**config.mk**
```make
export PLATFORM = sky130hd
export DESIGN_NAME = i2c_master_register_transfer_top
export DESIGN_NICKNAME = d
export VERILOG_FILES = /design/src/rtl/core/i2cmrt_pkg.sv /design/src/rtl/core/i2cmrt_queue.sv /design/src/rtl/core/i2cmrt_engine.sv /design/src/rtl/core/i2c_master_register_transfer_top.sv
export SDC_FILE = /design/constraint.sdc
export NUM_CORES = 1
export LEC_CHECK = 0
export ABC_AREA = 1
export BUFFER_PORTS_ARGS = -buffer_cell sky130_fd_sc_hd__buf_4
export CAP_MARGIN = 20
export CORE_ASPECT_RATIO = 2
export CORE_MARGIN = 5
export CORE_UTILIZATION = 66
export DETAILED_ROUTE_END_ITERATION = 6
export MAX_ROUTING_LAYER = met4
export PLACE_DENSITY = 0.85
export SYNTH_ARGS = -nofsm -noshare
export SYNTH_HDL_FRONTEND = slang
export SYNTH_HIERARCHICAL = 1
export SYNTH_SLANG_ARGS = --single-unit
```
**constraint.sdc**
```tcl
create_clock -name clock -period 6.5 [get_ports clock]
set_input_delay 0.975 -clock clock [delete_from_list [all_inputs] [get_ports clock]]
set_output_delay 0.975 -clock clock [all_outputs]
set_load 0.02 [all_outputs]
```
**src/rtl/core/i2cmrt_pkg.sv**
```systemverilog
// Package for the I2C master register transfer block.
// Holds request codes, transfer stage codes and the front-to-back queue entry type.
// No dependencies.
package i2cmrt_pkg;

   localparam logic [1:0] REQ_TICK  = 2'd0;
   localparam logic [1:0] REQ_READ  = 2'd1;
   localparam logic [1:0] REQ_WRITE = 2'd2;
   localparam logic [1:0] REQ_LOAD  = 2'd3;

   localparam logic [2:0] STG_NONE  = 3'd0;
   localparam logic [2:0] STG_WADDR = 3'd1;
   localparam logic [2:0] STG_REG   = 3'd2;
   localparam logic [2:0] STG_RADDR = 3'd3;
   localparam logic [2:0] STG_DATA  = 3'd4;

   localparam logic [15:0] PHASE_TICKS_RESET = 16'd800;

   // One classified transaction passed from the front part to the back part.
   typedef struct packed {
      logic       tick;
      logic [1:0] kind;
      logic [7:0] device_addr;
      logic [7:0] reg_addr;
      logic [7:0] xfer_len;
      logic [7:0] write_byte;
      logic       sda_in;
   } item_type;

   // One result transaction.
   typedef struct packed {
      logic       scl_level;
      logic       sda_level;
      logic       sda_enable;
      logic       rx_valid;
      logic [7:0] rx_data;
      logic       rx_last;
      logic       done_res;
      logic       success;
      logic [2:0] fail_stage;
      logic       busy_res;
   } result_type;

endpackage

```
**src/rtl/core/i2cmrt_queue.sv**
```systemverilog
// Short queue between the front part and the bus engine.
// Depends on i2cmrt_pkg.
module i2cmrt_queue (
   input  logic                  clock,
   input  logic                  reset,
   input  logic                  wr_valid,
   output logic                  wr_ready,
   input  i2cmrt_pkg::item_type  wr_item,
   output logic                  rd_valid,
   input  logic                  rd_ready,
   output i2cmrt_pkg::item_type  rd_item
);
   import i2cmrt_pkg::*;

   item_type   slot_ff [2];
   logic       wptr_ff, wptr_in, rptr_ff, rptr_in;
   logic [1:0] count_ff, count_in;
   logic       push, pop;

   assign wr_ready = (count_ff != 2'd2);
   assign rd_valid = (count_ff != 2'd0);
   assign rd_item  = slot_ff[rptr_ff];
   assign push     = wr_valid && wr_ready;
   assign pop      = rd_valid && rd_ready;

   always_comb begin
      wptr_in  = push ? ~wptr_ff : wptr_ff;
      rptr_in  = pop ? ~rptr_ff : rptr_ff;
      count_in = count_ff + {1'b0, push} - {1'b0, pop};
   end

   always_ff @(posedge clock) begin
      if (reset) begin
         wptr_ff  <= 1'b0;
         rptr_ff  <= 1'b0;
         count_ff <= 2'd0;
      end else begin
         wptr_ff  <= wptr_in;
         rptr_ff  <= rptr_in;
         count_ff <= count_in;
      end
      if (push) begin
         slot_ff[wptr_ff] <= wr_item;
      end
   end

endmodule

```
**src/rtl/core/i2cmrt_engine.sv**
```systemverilog
// Bus engine: phase divider, bit sequencer and write buffer; one result per item.
// Depends on i2cmrt_pkg.
module i2cmrt_engine #(
   parameter int WRITE_DEPTH = 16
) (
   input  logic                    clock,
   input  logic                    reset,
   input  logic                    csr_write_enable,
   input  logic [15:0]             csr_write_data,
   input  logic                    in_valid,
   output logic                    in_ready,
   input  i2cmrt_pkg::item_type    in_item,
   output logic                    out_valid,
   input  logic                    out_ready,
   output i2cmrt_pkg::result_type  out_res
);
   import i2cmrt_pkg::*;

   localparam int AW = (WRITE_DEPTH > 1) ? $clog2(WRITE_DEPTH) : 1;
   localparam int CW = $clog2(WRITE_DEPTH + 1);

   typedef enum logic [3:0] {
      PH_IDLE, PH_START_A, PH_START_B, PH_RS_LOW, PH_TX_LO, PH_TX_HI,
      PH_TACK_LO, PH_TACK_HI, PH_RX_LO, PH_RX_HI, PH_MACK_LO, PH_MACK_HI,
      PH_STOP_A, PH_STOP_B, PH_STOP_C
   } phase_type;

   phase_type  phase_ff, phase_in;
   logic [3:0] bit_ff, bit_in;
   logic [7:0] byte_ff, byte_in;
   logic [7:0] shift_ff, shift_in;
   logic [15:0] timer_ff, timer_in;
   logic [15:0] ticks_ff;
   logic [1:0] kind_ff, kind_in;
   logic [7:0] addr_ff, addr_in, reg_ff, reg_in, len_ff, len_in;
   logic [CW-1:0] loaded_ff, loaded_in;
   logic [2:0] stage_ff, stage_in, failc_ff, failc_in;
   logic [7:0] wbuf [WRITE_DEPTH];
   logic       wbuf_we;
   result_type res_ff, res_in;
   logic       ovalid_ff;
   logic       step;
   logic [15:0] ticks_eff;
   logic       phase_end;
   logic [8:0] byte_p1;
   logic [8:0] wlen;

   assign in_ready  = !ovalid_ff || out_ready;
   assign out_valid = ovalid_ff;
   assign out_res   = res_ff;
   assign step      = in_valid && in_ready;
   assign ticks_eff = (ticks_ff == 16'd0) ? 16'd1 : ticks_ff;
   assign phase_end = ({1'b0, timer_ff} + 17'd1) >= {1'b0, ticks_eff};
   assign byte_p1   = {1'b0, byte_ff} + 9'd1;
   assign wlen      = ({1'b0, in_item.xfer_len} < 9'(loaded_ff))
                      ? {1'b0, in_item.xfer_len} : 9'(loaded_ff);

   always_comb begin
      phase_in  = phase_ff;  bit_in   = bit_ff;   byte_in  = byte_ff;
      shift_in  = shift_ff;  timer_in = timer_ff; kind_in  = kind_ff;
      addr_in   = addr_ff;   reg_in   = reg_ff;   len_in   = len_ff;
      loaded_in = loaded_ff; stage_in = stage_ff; failc_in = failc_ff;
      wbuf_we   = 1'b0;
      res_in    = '0;
      res_in.scl_level = 1'b1; res_in.sda_level = 1'b1;
      res_in.sda_enable = 1'b1; res_in.busy_res = 1'b1;
      if (phase_ff == PH_IDLE) begin
         res_in.busy_res = 1'b0;
         if (in_item.kind == REQ_READ || in_item.kind == REQ_WRITE) begin
            kind_in = in_item.kind;
            addr_in = in_item.device_addr;
            reg_in  = in_item.reg_addr;
            if (in_item.kind == REQ_READ) begin
               len_in = in_item.xfer_len;
            end else begin
               len_in    = wlen[7:0];
               loaded_in = '0;
            end
            stage_in = STG_NONE; byte_in = '0; bit_in = '0;
            failc_in = STG_NONE; timer_in = '0;
            phase_in = PH_START_A;
            res_in.busy_res = 1'b1;
         end else if (in_item.kind == REQ_LOAD && 32'(loaded_ff) < WRITE_DEPTH) begin
            wbuf_we   = 1'b1;
            loaded_in = loaded_ff + 1'b1;
         end
      end else begin
         unique case (phase_ff)
            PH_START_B: res_in.sda_level = 1'b0;
            PH_RS_LOW:  res_in.scl_level = 1'b0;
            PH_TX_LO: begin
               res_in.scl_level = 1'b0; res_in.sda_level = shift_ff[7];
            end
            PH_TX_HI:   res_in.sda_level = shift_ff[7];
            PH_TACK_LO, PH_RX_LO: begin
               res_in.scl_level = 1'b0; res_in.sda_enable = 1'b0;
            end
            PH_TACK_HI, PH_RX_HI: res_in.sda_enable = 1'b0;
            PH_MACK_LO, PH_MACK_HI: begin
               res_in.scl_level = (phase_ff == PH_MACK_HI);
               res_in.sda_level = byte_p1 >= 9'(len_ff);
            end
            PH_STOP_A: begin
               res_in.scl_level = 1'b0; res_in.sda_level = 1'b0;
            end
            PH_STOP_B:  res_in.sda_level = 1'b0;
            default: ;
         endcase
         if (!phase_end) begin
            timer_in = timer_ff + 16'd1;
         end else begin
            timer_in = '0;
            unique case (phase_ff)
               PH_START_A: phase_in = PH_START_B;
               PH_START_B: begin
                  bit_in = '0; phase_in = PH_TX_LO;
                  if (stage_ff == STG_REG) begin
                     shift_in = addr_ff | 8'h01; stage_in = STG_RADDR;
                  end else begin
                     shift_in = addr_ff & 8'hFE; stage_in = STG_WADDR;
                  end
               end
               PH_RS_LOW: phase_in = PH_START_A;
               PH_TX_LO:  phase_in = PH_TX_HI;
               PH_TX_HI: begin
                  shift_in = {shift_ff[6:0], 1'b0};
                  bit_in   = bit_ff + 4'd1;
                  phase_in = (bit_in >= 4'd8) ? PH_TACK_LO : PH_TX_LO;
               end
               PH_TACK_LO: phase_in = PH_TACK_HI;
               PH_TACK_HI: begin
                  if (in_item.sda_in) begin
                     failc_in = stage_ff; phase_in = PH_STOP_A;
                  end else if (stage_ff == STG_WADDR) begin
                     shift_in = reg_ff; bit_in = '0; stage_in = STG_REG;
                     phase_in = PH_TX_LO;
                  end else if (stage_ff == STG_REG) begin
                     if (kind_ff == REQ_READ) begin
                        phase_in = PH_RS_LOW;
                     end else begin
                        byte_in = '0;
                        if (len_ff != 8'd0) begin
                           shift_in = wbuf[0]; bit_in = '0;
                           stage_in = STG_DATA; phase_in = PH_TX_LO;
                        end else begin
                           failc_in = STG_NONE; phase_in = PH_STOP_A;
                        end
                     end
                  end else if (stage_ff == STG_RADDR) begin
                     byte_in = '0;
                     if (len_ff == 8'd0) begin
                        failc_in = STG_NONE; phase_in = PH_STOP_A;
                     end else begin
                        shift_in = '0; bit_in = '0; phase_in = PH_RX_LO;
                     end
                  end else begin
                     // Advance to the next buffered byte, read one ahead.
                     byte_in = byte_p1[7:0];
                     if ((byte_p1 < 9'(len_ff)) && (32'(byte_p1) < WRITE_DEPTH)) begin
                        shift_in = wbuf[byte_p1[AW-1:0]]; bit_in = '0;
                        stage_in = STG_DATA; phase_in = PH_TX_LO;
                     end else begin
                        failc_in = STG_NONE; phase_in = PH_STOP_A;
                     end
                  end
               end
               PH_RX_LO: phase_in = PH_RX_HI;
               PH_RX_HI: begin
                  shift_in = {shift_ff[6:0], in_item.sda_in};
                  bit_in   = bit_ff + 4'd1;
                  if (bit_in >= 4'd8) begin
                     res_in.rx_valid = 1'b1;
                     res_in.rx_data  = shift_in;
                     res_in.rx_last  = byte_p1 >= 9'(len_ff);
                     phase_in = PH_MACK_LO;
                  end else begin
                     phase_in = PH_RX_LO;
                  end
               end
               PH_MACK_LO: phase_in = PH_MACK_HI;
               PH_MACK_HI: begin
                  byte_in = byte_p1[7:0];
                  if (byte_p1 >= 9'(len_ff)) begin
                     failc_in = STG_NONE; phase_in = PH_STOP_A;
                  end else begin
                     shift_in = '0; bit_in = '0; phase_in = PH_RX_LO;
                  end
               end
               PH_STOP_A: phase_in = PH_STOP_B;
               PH_STOP_B: phase_in = PH_STOP_C;
               default: begin
                  res_in.done_res   = 1'b1;
                  res_in.success    = (failc_ff == STG_NONE);
                  res_in.fail_stage = failc_ff;
                  res_in.busy_res   = 1'b0;
                  phase_in = PH_IDLE;
               end
            endcase
         end
      end
   end

   always_ff @(posedge clock) begin
      if (reset) begin
         phase_ff  <= PH_IDLE;
         bit_ff    <= '0;
         byte_ff   <= '0;
         shift_ff  <= '0;
         timer_ff  <= '0;
         kind_ff   <= '0;
         addr_ff   <= '0;
         reg_ff    <= '0;
         len_ff    <= '0;
         loaded_ff <= '0;
         stage_ff  <= STG_NONE;
         failc_ff  <= STG_NONE;
         ovalid_ff <= 1'b0;
         ticks_ff  <= PHASE_TICKS_RESET;
      end else begin
         if (csr_write_enable) begin
            ticks_ff <= csr_write_data;
         end
         if (step) begin
            phase_ff  <= phase_in;
            bit_ff    <= bit_in;
            byte_ff   <= byte_in;
            shift_ff  <= shift_in;
            timer_ff  <= timer_in;
            kind_ff   <= kind_in;
            addr_ff   <= addr_in;
            reg_ff    <= reg_in;
            len_ff    <= len_in;
            loaded_ff <= loaded_in;
            stage_ff  <= stage_in;
            failc_ff  <= failc_in;
            ovalid_ff <= 1'b1;
         end else if (out_ready) begin
            ovalid_ff <= 1'b0;
         end
      end
      if (step) begin
         res_ff <= res_in;
      end
   end

   always_ff @(posedge clock) begin
      if (step && wbuf_we) begin
         wbuf[loaded_ff[AW-1:0]] <= in_item.write_byte;
      end
   end

endmodule

```
**src/rtl/core/i2c_master_register_transfer_top.sv**
```systemverilog
// Top level of the I2C master register transfer block.
// Depends on i2cmrt_pkg, i2cmrt_queue and i2cmrt_engine.
//
// Channel  Direction  Handshake              Contents
// req_     in         req_valid/req_ready    request or tick transaction
// rsp_     out        rsp_valid/rsp_ready    bus levels, received byte, status
// csr_     in         csr_write_enable       phase_ticks, no wait
//
// One transaction per clock is sustained while the response side keeps up; each
// request transaction yields one response, which passes through the two-entry
// queue and the registered response stage.
// Reset is synchronous and active high; phase_ticks returns to 800.
// A stalled response side fills the queue, after which req_ready drops.
// The write buffer holds undefined data after reset until it is loaded.
module i2c_master_register_transfer_top #(
   parameter int WRITE_DEPTH = 16
) (
   input  logic        clock,
   input  logic        reset,
   input  logic        csr_write_enable,
   input  logic [15:0] csr_write_data,
   input  logic        req_valid,
   output logic        req_ready,
   input  logic [1:0]  req_type,
   input  logic [7:0]  req_device_addr,
   input  logic [7:0]  req_reg_addr,
   input  logic [7:0]  req_xfer_len,
   input  logic [7:0]  req_write_byte,
   input  logic        req_sda_in,
   output logic        rsp_valid,
   input  logic        rsp_ready,
   output logic        rsp_scl_level,
   output logic        rsp_sda_level,
   output logic        rsp_sda_enable,
   output logic        rsp_rx_valid,
   output logic [7:0]  rsp_rx_data,
   output logic        rsp_rx_last,
   output logic        rsp_done_res,
   output logic        rsp_success,
   output logic [2:0]  rsp_fail_stage,
   output logic        rsp_busy_res
);
   import i2cmrt_pkg::*;

   item_type   front_item, back_item;
   logic       back_valid, back_ready;
   result_type res;

   // The front part classifies the transaction: a plain tick is marked so.
   always_comb begin
      front_item.tick        = (req_type == REQ_TICK);
      front_item.kind        = req_type;
      front_item.device_addr = req_device_addr;
      front_item.reg_addr    = req_reg_addr;
      front_item.xfer_len    = req_xfer_len;
      front_item.write_byte  = req_write_byte;
      front_item.sda_in      = req_sda_in;
   end

   i2cmrt_queue u_queue (
      .clock    (clock),
      .reset    (reset),
      .wr_valid (req_valid),
      .wr_ready (req_ready),
      .wr_item  (front_item),
      .rd_valid (back_valid),
      .rd_ready (back_ready),
      .rd_item  (back_item)
   );

   i2cmrt_engine #(.WRITE_DEPTH(WRITE_DEPTH)) u_engine (
      .clock            (clock),
      .reset            (reset),
      .csr_write_enable (csr_write_enable),
      .csr_write_data   (csr_write_data),
      .in_valid         (back_valid),
      .in_ready         (back_ready),
      .in_item          (back_item),
      .out_valid        (rsp_valid),
      .out_ready        (rsp_ready),
      .out_res          (res)
   );

   assign rsp_scl_level  = res.scl_level;
   assign rsp_sda_level  = res.sda_level;
   assign rsp_sda_enable = res.sda_enable;
   assign rsp_rx_valid   = res.rx_valid;
   assign rsp_rx_data    = res.rx_data;
   assign rsp_rx_last    = res.rx_last;
   assign rsp_done_res   = res.done_res;
   assign rsp_success    = res.success;
   assign rsp_fail_stage = res.fail_stage;
   assign rsp_busy_res   = res.busy_res;

   // Status fields only accompany a completed stop.
   a_done_status: assert property (@(posedge clock) disable iff (reset)
      rsp_valid && !rsp_done_res |-> !rsp_success && rsp_fail_stage == STG_NONE)
      else $error("status without completed stop");

   // A successful transfer reports no failing stage.
   a_success_clean: assert property (@(posedge clock) disable iff (reset)
      rsp_valid && rsp_success |-> rsp_fail_stage == STG_NONE)
      else $error("success with a failing stage");

   // A finished transfer leaves the engine idle.
   a_done_idle: assert property (@(posedge clock) disable iff (reset)
      rsp_valid && rsp_done_res |-> !rsp_busy_res)
      else $error("done while still busy");

   // Received bytes only appear while SCL is high on the released line.
   a_rx_phase: assert property (@(posedge clock) disable iff (reset)
      rsp_valid && rsp_rx_valid |-> rsp_scl_level && !rsp_sda_enable)
      else $error("received byte outside a read phase");

endmodule

```
# After elaboration in Yosys (flattened, before gate mapping)
# Memories as Yosys holds them, arrays and structs flattened. A register that Yosys moved wholly into a read port is not among the register bits.
# Cells that the tools add are included.
# op_classes
n_eq_ne	45
bitwise	6
magnitude_cmp	7
add_sub_neg	7
muxes	100
reduce_logical	42
# op_table
operator	count
$mux 8	19
$mux 4	22
$mux 3	23
$mux 16	4
$pmux 4 s13	1
$pmux 8 s5	1
$reduce_and 10->1	3
$eq 4x4->1 const B	6
$add 16x1->17 const B	1
$ge 17x16->1	1
$add 16x1->16 const B	1
$eq 4x3->1 const B	4
$logic_not 16->1	1
$mux 1	16
$pmux 4 s4	1
$pmux 8 s2	1
$mux 5	3
$ne 5x3->1 const B	3
$reduce_or 15->1	1
$reduce_or 13->1	1
$ne 6x3->1 const B	2
$pmux 3 s2	2
$mux 10	1
$ne 2x2->1 const B	5
other kinds (52)	84
# totals
wordCells	236
in_bits	56
mem_count	2
ff_bits	117
ramBits	200
out_inout_bits	21
# mem_list
memory	depth	width	rd	rd_ports_with_merged_regs	wr	line	rtl
u_engine.wbuf	16	8	2	0	1	i2cmrt_engine.sv:38	logic [7:0] wbuf [WRITE_DEPTH];
u_queue.slot_ff	2	36	1	1	1	i2cmrt_queue.sv:15	item_type slot_ff [2];

# Logic depth before layout (Yosys ltp)
# Gate-level depths: netlist of run 1.
# logic_depth
depth_word	11
depth_mapped	25
mapped_depth_nobuf	25

# Cells and area by module
# The synthesis of run 1 kept the hierarchy.
# modules_own_cells
module	n_inst	cells_per_inst	seq_area_each_um2	area_per_inst_um2
i2cmrt_engine	1	1293	6276.0	11461.0
i2cmrt_queue	1	149	2262.2	2995.4
i2c_master_register_transfer_top	1	1	0.0	3.8

# Worst setup path after synthesis of run 1
# Ideal clock, no wire load.
# synth_timing
path_type	in2reg
start	input req_valid
end	memory u_queue/slot_ff[0][0] (netlist name) (enable)
n_path_buf	0
required_ps	6071
arrival_time_ps	2573
path_stages	2
setup_time_ps	429
path_slack_ps	3498
cell_sequence	nand2_1 nor2_1
# synth_via
elab_chain_len	3
# synth_rtl
item	line	rtl
start, declared	i2c_master_register_transfer_top.sv:22	input logic req_valid,
$logic_and 1x1->1	i2cmrt_queue.sv:23	assign push = wr_valid && wr_ready;
$mux 1	i2cmrt_queue.sv:42	if (push) begin
$mux 1 (implied by the code)	i2cmrt_queue.sv:43	slot_ff[wptr_ff] <= wr_item;
end, declared	i2cmrt_queue.sv:15	
# Every way passes these cells.

==> out/qor.log, run 1 <==
qor: final_layout.areaGrowthSynthToFinish 11.41%
qor: setup_path.crit_arrival 4.51 ns
qor: flow_run.max_cap_viol_count 0
qor: drt.vias 10,404
qor: final_layout.diodes 0
qor: final_layout.fin_nets 1,590
qor: global_routing.globalRouteTotalUtil 27.10%
qor: setup_path.slowest_stage inv_1
qor: clock_tree.tritoncts built
qor: drt.route.final.wire_length 32,900 µm
qor: sta.setup_tns_final 0 ns
qor: setup_path.critical_path_peak_fanout 34
qor: drt.drt-initial-drc-count 773
qor: clock_tree.cts_hold_buf 0
qor: sta.fin_worst_skew 0.01624 ns
qor: drt.first_pass_iters 5
qor: global_routing.globalRouteOverflowTotal 0
qor: setup_path.critical_path.endpoint_type flop
qor: sta.worst_slew_pin_slew 1.057 ns
qor: logic_synthesis.synth-warning-count 6
qor: clock_tree.cts_resized 0
qor: die.design.die.area 24,910 µm²
qor: setup_path.cp_common_cell inv_1
qor: setup_path.critical_path_required 6.93 ns
qor: place.port_buffers 75
qor: clock_tree.cts_max_path_buffers 3
qor: drt.drt.antenna.violating_nets 0
qor: final_layout.layout.cell_area.non_filler 15,940 µm²
qor: status.outcome complete, no violations
qor: logic_synthesis.synth_nets 1,530
qor: die.io_pins 77
qor: sta.report.final.hold_viol_count 0
qor: sta.rsz_0062_raised_after_global_routing false
qor: sta.final_min_period_over_clock_period 62.63%
qor: power_and_ir_drop.max-vdd-ir-drop 340.7 µV
qor: die.die_width 114.1 µm
qor: setup_path.worstSetupStartpointType flop
qor: drt.post-route-drc-count 0
qor: die.core_region_area 21,490 µm²
qor: global_routing.largest_net_degree_at_the_start_of_global_routing 70
qor: power_and_ir_drop.cellLeakagePower 6.136 nW
qor: clock_tree.h_tree_depth 1
qor: clock_tree.clkSlewWorstSetupHoldPaths 0.07 ns
qor: clock_tree.ctsRootBufferMaster clkbuf_16
qor: logic_synthesis.synth_area 14,310 µm²
qor: sta.report.final.setup_viol 0
qor: drt.via_per_inst 5.812
qor: min_path.min-delay-path-class reg -> reg
qor: clock_tree.cts_made_buffers 27
qor: setup_path.cpPeakStageDelay 0.80 ns
qor: sta.whs 0.4627 ns
qor: global_routing.grt_antenna_before_repair 0
qor: clock_tree.clock_sinks 313
qor: global_routing.grt_pass1_vias 10,328
qor: sta.period_minus_slack 4.071 ns
qor: die.die_y 218.2 µm
qor: power_and_ir_drop.post_layout_power 6.649 mW
qor: global_routing.grt_first_pass_wirelength 51,380 µm
qor: place.placed_area 15,000 µm²
qor: sta.slew-limit-headroom 29.51%
qor: setup_path.worst-setup-path-type reg -> reg
qor: clock_tree.clkLatencyLatePin 0.56 ns
qor: logic_synthesis.synth.avg_cell_area 9.965 µm²
qor: sta.final-max-slew-violation-count 0
qor: logic_synthesis.postSynthCellCount 1,436
qor: place.detailedPlacementHpwl 23,030 µm
qor: final_layout.layout-drive-gt1-share 13.25%
qor: die.initial_core_util 66.59%
qor: power_and_ir_drop.pwr_density_cell 417.1 nW/µm²
qor: die.core.rowCount 76
qor: setup_path.critical_path.cell_chain buf_4 -> mux2_4 -> inv_1 -> ha_1 -> inv_1 -> nand2_1 -> inv_1 -> a21oi_1 -> nor2_1 -> nand3_1 -> o21bai_1 -> a21oi_1
qor: clock_tree.cts_setup_buffers 0
qor: sta.fmax 245.6 MHz
qor: drt.route.detailed.wl_per_inst 18.38 µm
qor: place.routabilityCongestion 0.9753
==> per-layer routing <==
layer	routed length [µm]	track usage, %	up-vias
li1	-	-	5030
met1	11150	27.27	4908
met2	18130	49.39	345
met3	1501	2.965	121
met4	2121	16.09	0
met5	0	-	-
==> cells in the final DEF, fill, tap and decap left out, drive strengths merged, types with 2 or more instances in the layout <==
| cell type | n |
|---|---|
| mux2 | 34 |
| buf | 84 |
| o21ai | 151 |
| a31oi | 5 |
| a21oi | 76 |
| o21bai | 3 |
| nor3 | 10 |
| nand3 | 57 |
| o22ai | 3 |
| nor3b | 2 |
| nand3b | 2 |
| dfxtp | 98 |
| o2111ai | 3 |
| nor2 | 259 |
| bufinv | 4 |
| inv | 135 |
| a221oi | 5 |
| edfxtp | 215 |
| o211ai | 30 |
| xor2 | 11 |
| a211oi | 3 |
| xnor2 | 8 |
| nand4 | 13 |
| ha | 38 |
| clkinv | 11 |
| nand2 | 211 |
| clkinvlp | 3 |
| clkbuf | 33 |
| nor4 | 6 |
==> power by group <==
part           internal, mW  leakage [nW]  total [mW]  switching, mW
Sequential             2.51          2.76        2.64          0.137
Combinational         0.764          2.91        2.32           1.55
Clock                 0.972         0.458        1.69          0.715
==> layout make-up <==
| cell class | instances | area, µm² |
|---|---|---|
| clock buffers | 33 | 739.5 |
| clock inverters | 17 | 198.9 |
| fillers | 1546 | 5548 |
| inverters | 136 | 511.7 |
| multi-input cells | 934 | 5100 |
| flip-flops and latches | 313 | 8421 |
| well taps | 273 | 341.6 |
| repair buffers | 84 | 630.6 |
==> final timing paths <==
check                                    startpoint  slack, ns  depth (start not counted)               endpoint
worst min register to register  u_engine/kind_ff[0]       0.46                          2    u_engine/kind_ff[0]
worst min-delay path            u_engine/kind_ff[0]       0.46                          2    u_engine/kind_ff[0]
worst max-delay path                           flop       2.43                         12  u_engine/loaded_ff[3]
worst max register to register                 flop       2.43                         12  u_engine/loaded_ff[3]
==> sequential cells by signal, summed over array words and instances (netlist names), 4 cells and up, named ones only <==
signal / flops
u_engine/wbuf: 128
u_engine/addr_ff: 7
u_engine/phase_ff: 4
u_engine/len_ff: 8
u_engine/bit_ff: 4
u_engine/reg_ff: 8
u_engine/byte_ff: 8
u_engine/out_res: 19
u_queue/slot_ff: 68
u_engine/loaded_ff: 5
u_engine/ticks_ff: 16
u_engine/timer_ff: 16
u_engine/shift_ff: 8
==> metrics by stage <==
stage	cells	util [%]	setup slack [ns]
global placement	1739	69.78	2.640
detailed placement	1739	69.78	2.544
global route	1790	74.18	2.185
finish	1790	74.18	2.429
CTS	1789	74.15	2.479
floorplan	1436	-	3.503
==> critical path, delay by kind of cell (launching register included) <==
family / cells / cell delay (ns)
compound gates: 3 / 0.53
fa+ha+maj: 1 / 0.27
buf+inv: 4 / 1.51
flops: 1 / 0.31
mux: 1 / 0.38
simple gates: 3 / 0.94
Power figures use the tool's default switching activity.
==> inputs of run 2 (changes only) <==
--- a/config.mk
+++ b/config.mk
@@ -10,10 +10,10 @@
 export CAP_MARGIN = 20
 export CORE_ASPECT_RATIO = 2
 export CORE_MARGIN = 5
-export CORE_UTILIZATION = 66
+export CORE_UTILIZATION = 61
 export DETAILED_ROUTE_END_ITERATION = 6
 export MAX_ROUTING_LAYER = met4
-export PLACE_DENSITY = 0.85
+export PLACE_DENSITY = 0.8
 export SYNTH_ARGS = -nofsm -noshare
 export SYNTH_HDL_FRONTEND = slang
 export SYNTH_HIERARCHICAL = 1
==> constraint.sdc (replaced) <==
create_clock -name clock -period 4.1 [get_ports clock]
set_input_delay 0.615 -clock clock [delete_from_list [all_inputs] [get_ports clock]]
set_output_delay 0.615 -clock clock [all_outputs]
set_load 0.02 [all_outputs]
==> run 2 against run 1 <==
  * Final area increased by 0.37%
  * Register-to-register slack worse by 2.0 ns
  * Die area up 7.6%
  * Worst setup slack worse by 2.0 ns
  * First-iteration DRC count decreased by 7.0%
  * Non-clock buffer count is 5 higher
==> out/qor.log, run 2 (same netlist as run 1, synthesis figures left out) <==
qor: status.outcome complete, no violations
qor: clock_tree.clkSlewWorstSetupHoldPaths 0.07 ns [about the same]
qor: setup_path.critical_path_required 4.53 ns [-2.40 ns]
qor: global_routing.grt_antenna_before_repair 0 [unchanged]
qor: min_path.min-delay-path-class in -> reg
qor: clock_tree.cts_resized 0 [unchanged]
qor: final_layout.layout.cell_area.non_filler 16,000 µm² [+0.37%]
qor: setup_path.worstSetupStartpoint u_engine/timer_ff[0]
qor: drt.post-route-drc-count 0 [unchanged]
qor: final_layout.areaGrowthSynthToFinish 11.82%
qor: power_and_ir_drop.power.clock.fraction 25.7% [+0.3 points]
qor: clock_tree.h_tree_depth 1 [unchanged]
qor: drt.via_per_inst 5.761 [-0.88%]
qor: final_layout.layout_common_cells nor2_1 (249), edfxtp_1 (215), nand2_1 (203)
qor: sta.slew-limit-headroom 45.37% [+16 points]
qor: sta.fmax 273.6 MHz [+11%]
qor: setup_path.worst-setup-path-type reg -> reg
qor: final_layout.fin_nets 1,595 [+0.31%]
qor: place.placed_area 15,050 µm² [+0.38%]
qor: setup_path.critical_path_peak_fanout 10 [-71%]
qor: power_and_ir_drop.internal_power 6.806 mW [+60%]
qor: sta.final-max-slew-violation-count 0 [unchanged]
qor: die.io_pins 77 [unchanged]
qor: clock_tree.cts_made_buffers 27 [unchanged]
qor: clock_tree.cts_max_path_buffers 3 [unchanged]
qor: power_and_ir_drop.combPwrFrac 34.4% [-0.5 points]
qor: drt.first_pass_iters 5 [unchanged]
qor: place.pre_cts_slack 0.5401 ns [-2.004 ns]
qor: setup_path.slowest_stage dfxtp_1
qor: clock_tree.ctsRootBufferMaster clkbuf_16
qor: power_and_ir_drop.cellLeakagePower 6.157 nW [+0.35%]
qor: setup_path.r2r_start u_engine/timer_ff[0]
qor: clock_tree.tritoncts built
qor: sta.rsz_0062_raised_after_global_routing false
qor: die.die_y 226.6 µm [+3.8%]
qor: final_layout.mostFrequentLayoutCell nor2_1
qor: final_layout.final_cell_count_no_fill 1,805 [+0.84%]
qor: sta.setup_ws 0.4446 ns [-1.984 ns]
qor: place.routabilityCongestion 0.9324 [-4.4%]
qor: clock_tree.cts_hold_buf 0 [unchanged]
qor: place.detailedPlacementHpwl 23,190 µm [+0.67%]
qor: setup_path.critical_path.cell_chain inv_1 -> nor2_1 -> nand3_1 -> nand3b_1 -> nor2_1 -> nand2_1 -> xnor2_1 -> ha_1 -> nand2_1 -> inv_1 -> nand2_1 -> nor2_1 -> a21oi_1 -> nand2_1 -> nand2_1 -> nand2_1 -> nand2_1 -> nand2_2 -> nand2_1 -> nand2_2 -> nand2_2 -> clkinv_2 -> o21ai_0 -> nor2_1
qor: power_and_ir_drop.netSwitchingFraction 36.02% [-0.17 points]
qor: die.die_width 118.3 µm [+3.7%]
qor: drt.route.final.wire_length 33,480 µm [+1.8%]
qor: sta.report.final.setup_viol 0 [unchanged]
qor: drt.route.detailed.wl_per_inst 18.55 µm [+0.94%]
qor: sta.worst_slew_pin_slew 0.8165 ns [-0.2409 ns]
qor: sta.report.final.hold_viol_count 0 [unchanged]
qor: power_and_ir_drop.pwr_density_cell 664.7 nW/µm² [+59%]
qor: global_routing.largest_net_degree_at_the_start_of_global_routing 68 [-2.9%]
qor: sta.period_minus_slack 3.655 ns [-0.4156 ns]
qor: power_and_ir_drop.pwr-share-seq 39.9% [about the same]
qor: setup_path.crit_arrival 4.08 ns [-0.43 ns]
qor: power_and_ir_drop.total_switching_power 3.831 mW [+59%]
qor: final_layout.fillerInstances 1,703 [+10%]
qor: die.core_region_area 23,230 µm² [+8.1%]
qor: drt.vias 10,399 [-0.048%]
qor: global_routing.globalRouteOverflowTotal 0 [unchanged]
qor: place.port_buffers 75 [unchanged]
qor: clock_tree.clkLatencyLatePin 0.55 ns [about the same]
qor: min_path.worstHoldStart req_sda_in
qor: sta.final_min_period_over_clock_period 89.16% [+27 points]
qor: die.design.die.area 26,810 µm² [+7.6%]
qor: die.initial_core_util 61.61% [-5.0 points]
qor: final_layout.number_of_flip_flops_in_the_largest_register 128 [unchanged]
qor: final_layout.diodes 0 [unchanged]
qor: die.core.rowCount 79 [+3.9%]
qor: drt.drt-initial-drc-count 719 [-7.0%]
qor: setup_path.critical_path.endpoint_type flop
qor: setup_path.cp_common_cell nand2_1
qor: drt.drt.antenna.violating_nets 0 [unchanged]
qor: setup_path.worstSetupStartpointType flop
qor: final_layout.layout-drive-gt1-share 13.34% [+0.088 points]
qor: clock_tree.clock_sinks 313 [unchanged]
qor: place.placedCellCount 1,755 [+0.92%]
qor: sta.setup_tns_final 0 ns [unchanged]
qor: clock_tree.cts_setup_buffers 0 [unchanged]
qor: global_routing.grt_first_pass_wirelength 53,670 µm [+4.5%]
qor: power_and_ir_drop.max-vdd-ir-drop 552.1 µV [+62%]
qor: flow_run.max_cap_viol_count 0 [unchanged]
qor: global_routing.grt_pass1_vias 10,579 [+2.4%]
qor: global_routing.globalRouteTotalUtil 25.68% [-1.4 points]
qor: setup_path.cpPeakStageDelay 0.38 ns [-0.42 ns]
qor: sta.fin_worst_skew 0.01055 ns [-0.005688 ns]
-- run 2: changes by cell type in the layout (fill, tap and decap cells not counted), moves of 2 or more --
cell,before,now
buf_4,84,89
clkinv_2,8,5
bufinv_16,4,6
clkbuf_8,2,0
clkinv_1,2,4
clkinvlp_2,0,2
-- run 2: power by group through the flow --
stage,Sequential [mW],Clock (mW),Combinational [mW]
finish,4.24,2.73,3.66
global route,4.29,2.89,4.08
CTS,4.24,2.78,3.64
detailed placement,4.30,0,3.60
global placement,4.28,0,3.49
floorplan,4.29,0,2.58
-- run 2: final timing paths --
kind / to / slack, ns / depth (start not counted)
worst min register to register: u_engine/addr_ff[3] / 0.46 / 2
worst max register to register: u_engine/byte_ff[5] / 0.44 / 24
worst max-delay path: u_engine/byte_ff[5] / 0.44 / 24
worst min-delay path: u_queue/slot_ff[0][0] / 0.25 / 1
-- run 2: area by class of cell --
class | instances | area, µm² | area share, %
Sequential cell | 313 | 8421 | 52.62
Multi-Input combinational cell | 934 | 5100 | 31.87
Clock buffer | 31 | 690.7 | 4.316
Tap cell | 283 | 354.1 | 2.213
Clock inverter | 19 | 256.5 | 1.603
Timing Repair Buffer | 89 | 668.1 | 4.175
Inverter | 136 | 511.7 | 3.198
-- run 2: per-stage QoR --
step	hold slack (ns)	power (mW)	utilization, %
finish	0.2510	10.64	68.89
global route	0.2343	11.27	68.89
CTS	0.2296	10.66	68.89
detailed placement	0.4487	7.904	64.81
global placement	0.4427	7.772	64.81
floorplan	0.4297	6.862	-
-- run 2: worst max-delay path, delay by kind of cell, from the launching register on --
kind	cells	cell delay, ns
and+or+nand+nor	17	2.01
DFF	1	0.38
adders and majority gates	1	0.29
buffers and inverters	3	0.25
AOI/OAI and AO/OA	2	0.32
xor gates and xnor gates	1	0.28
-- run 2: per-layer routing --
layer,global-route usage (%),wire (µm),share of wire [%],vias to the layer above
li1,-,-,-,5046
met1,25.99,11450,34,4946
met2,48.48,19120,57,297
met3,2.746,1274,3.8,110
met4,12.56,1644,4.9,0
met5,-,0,0,-
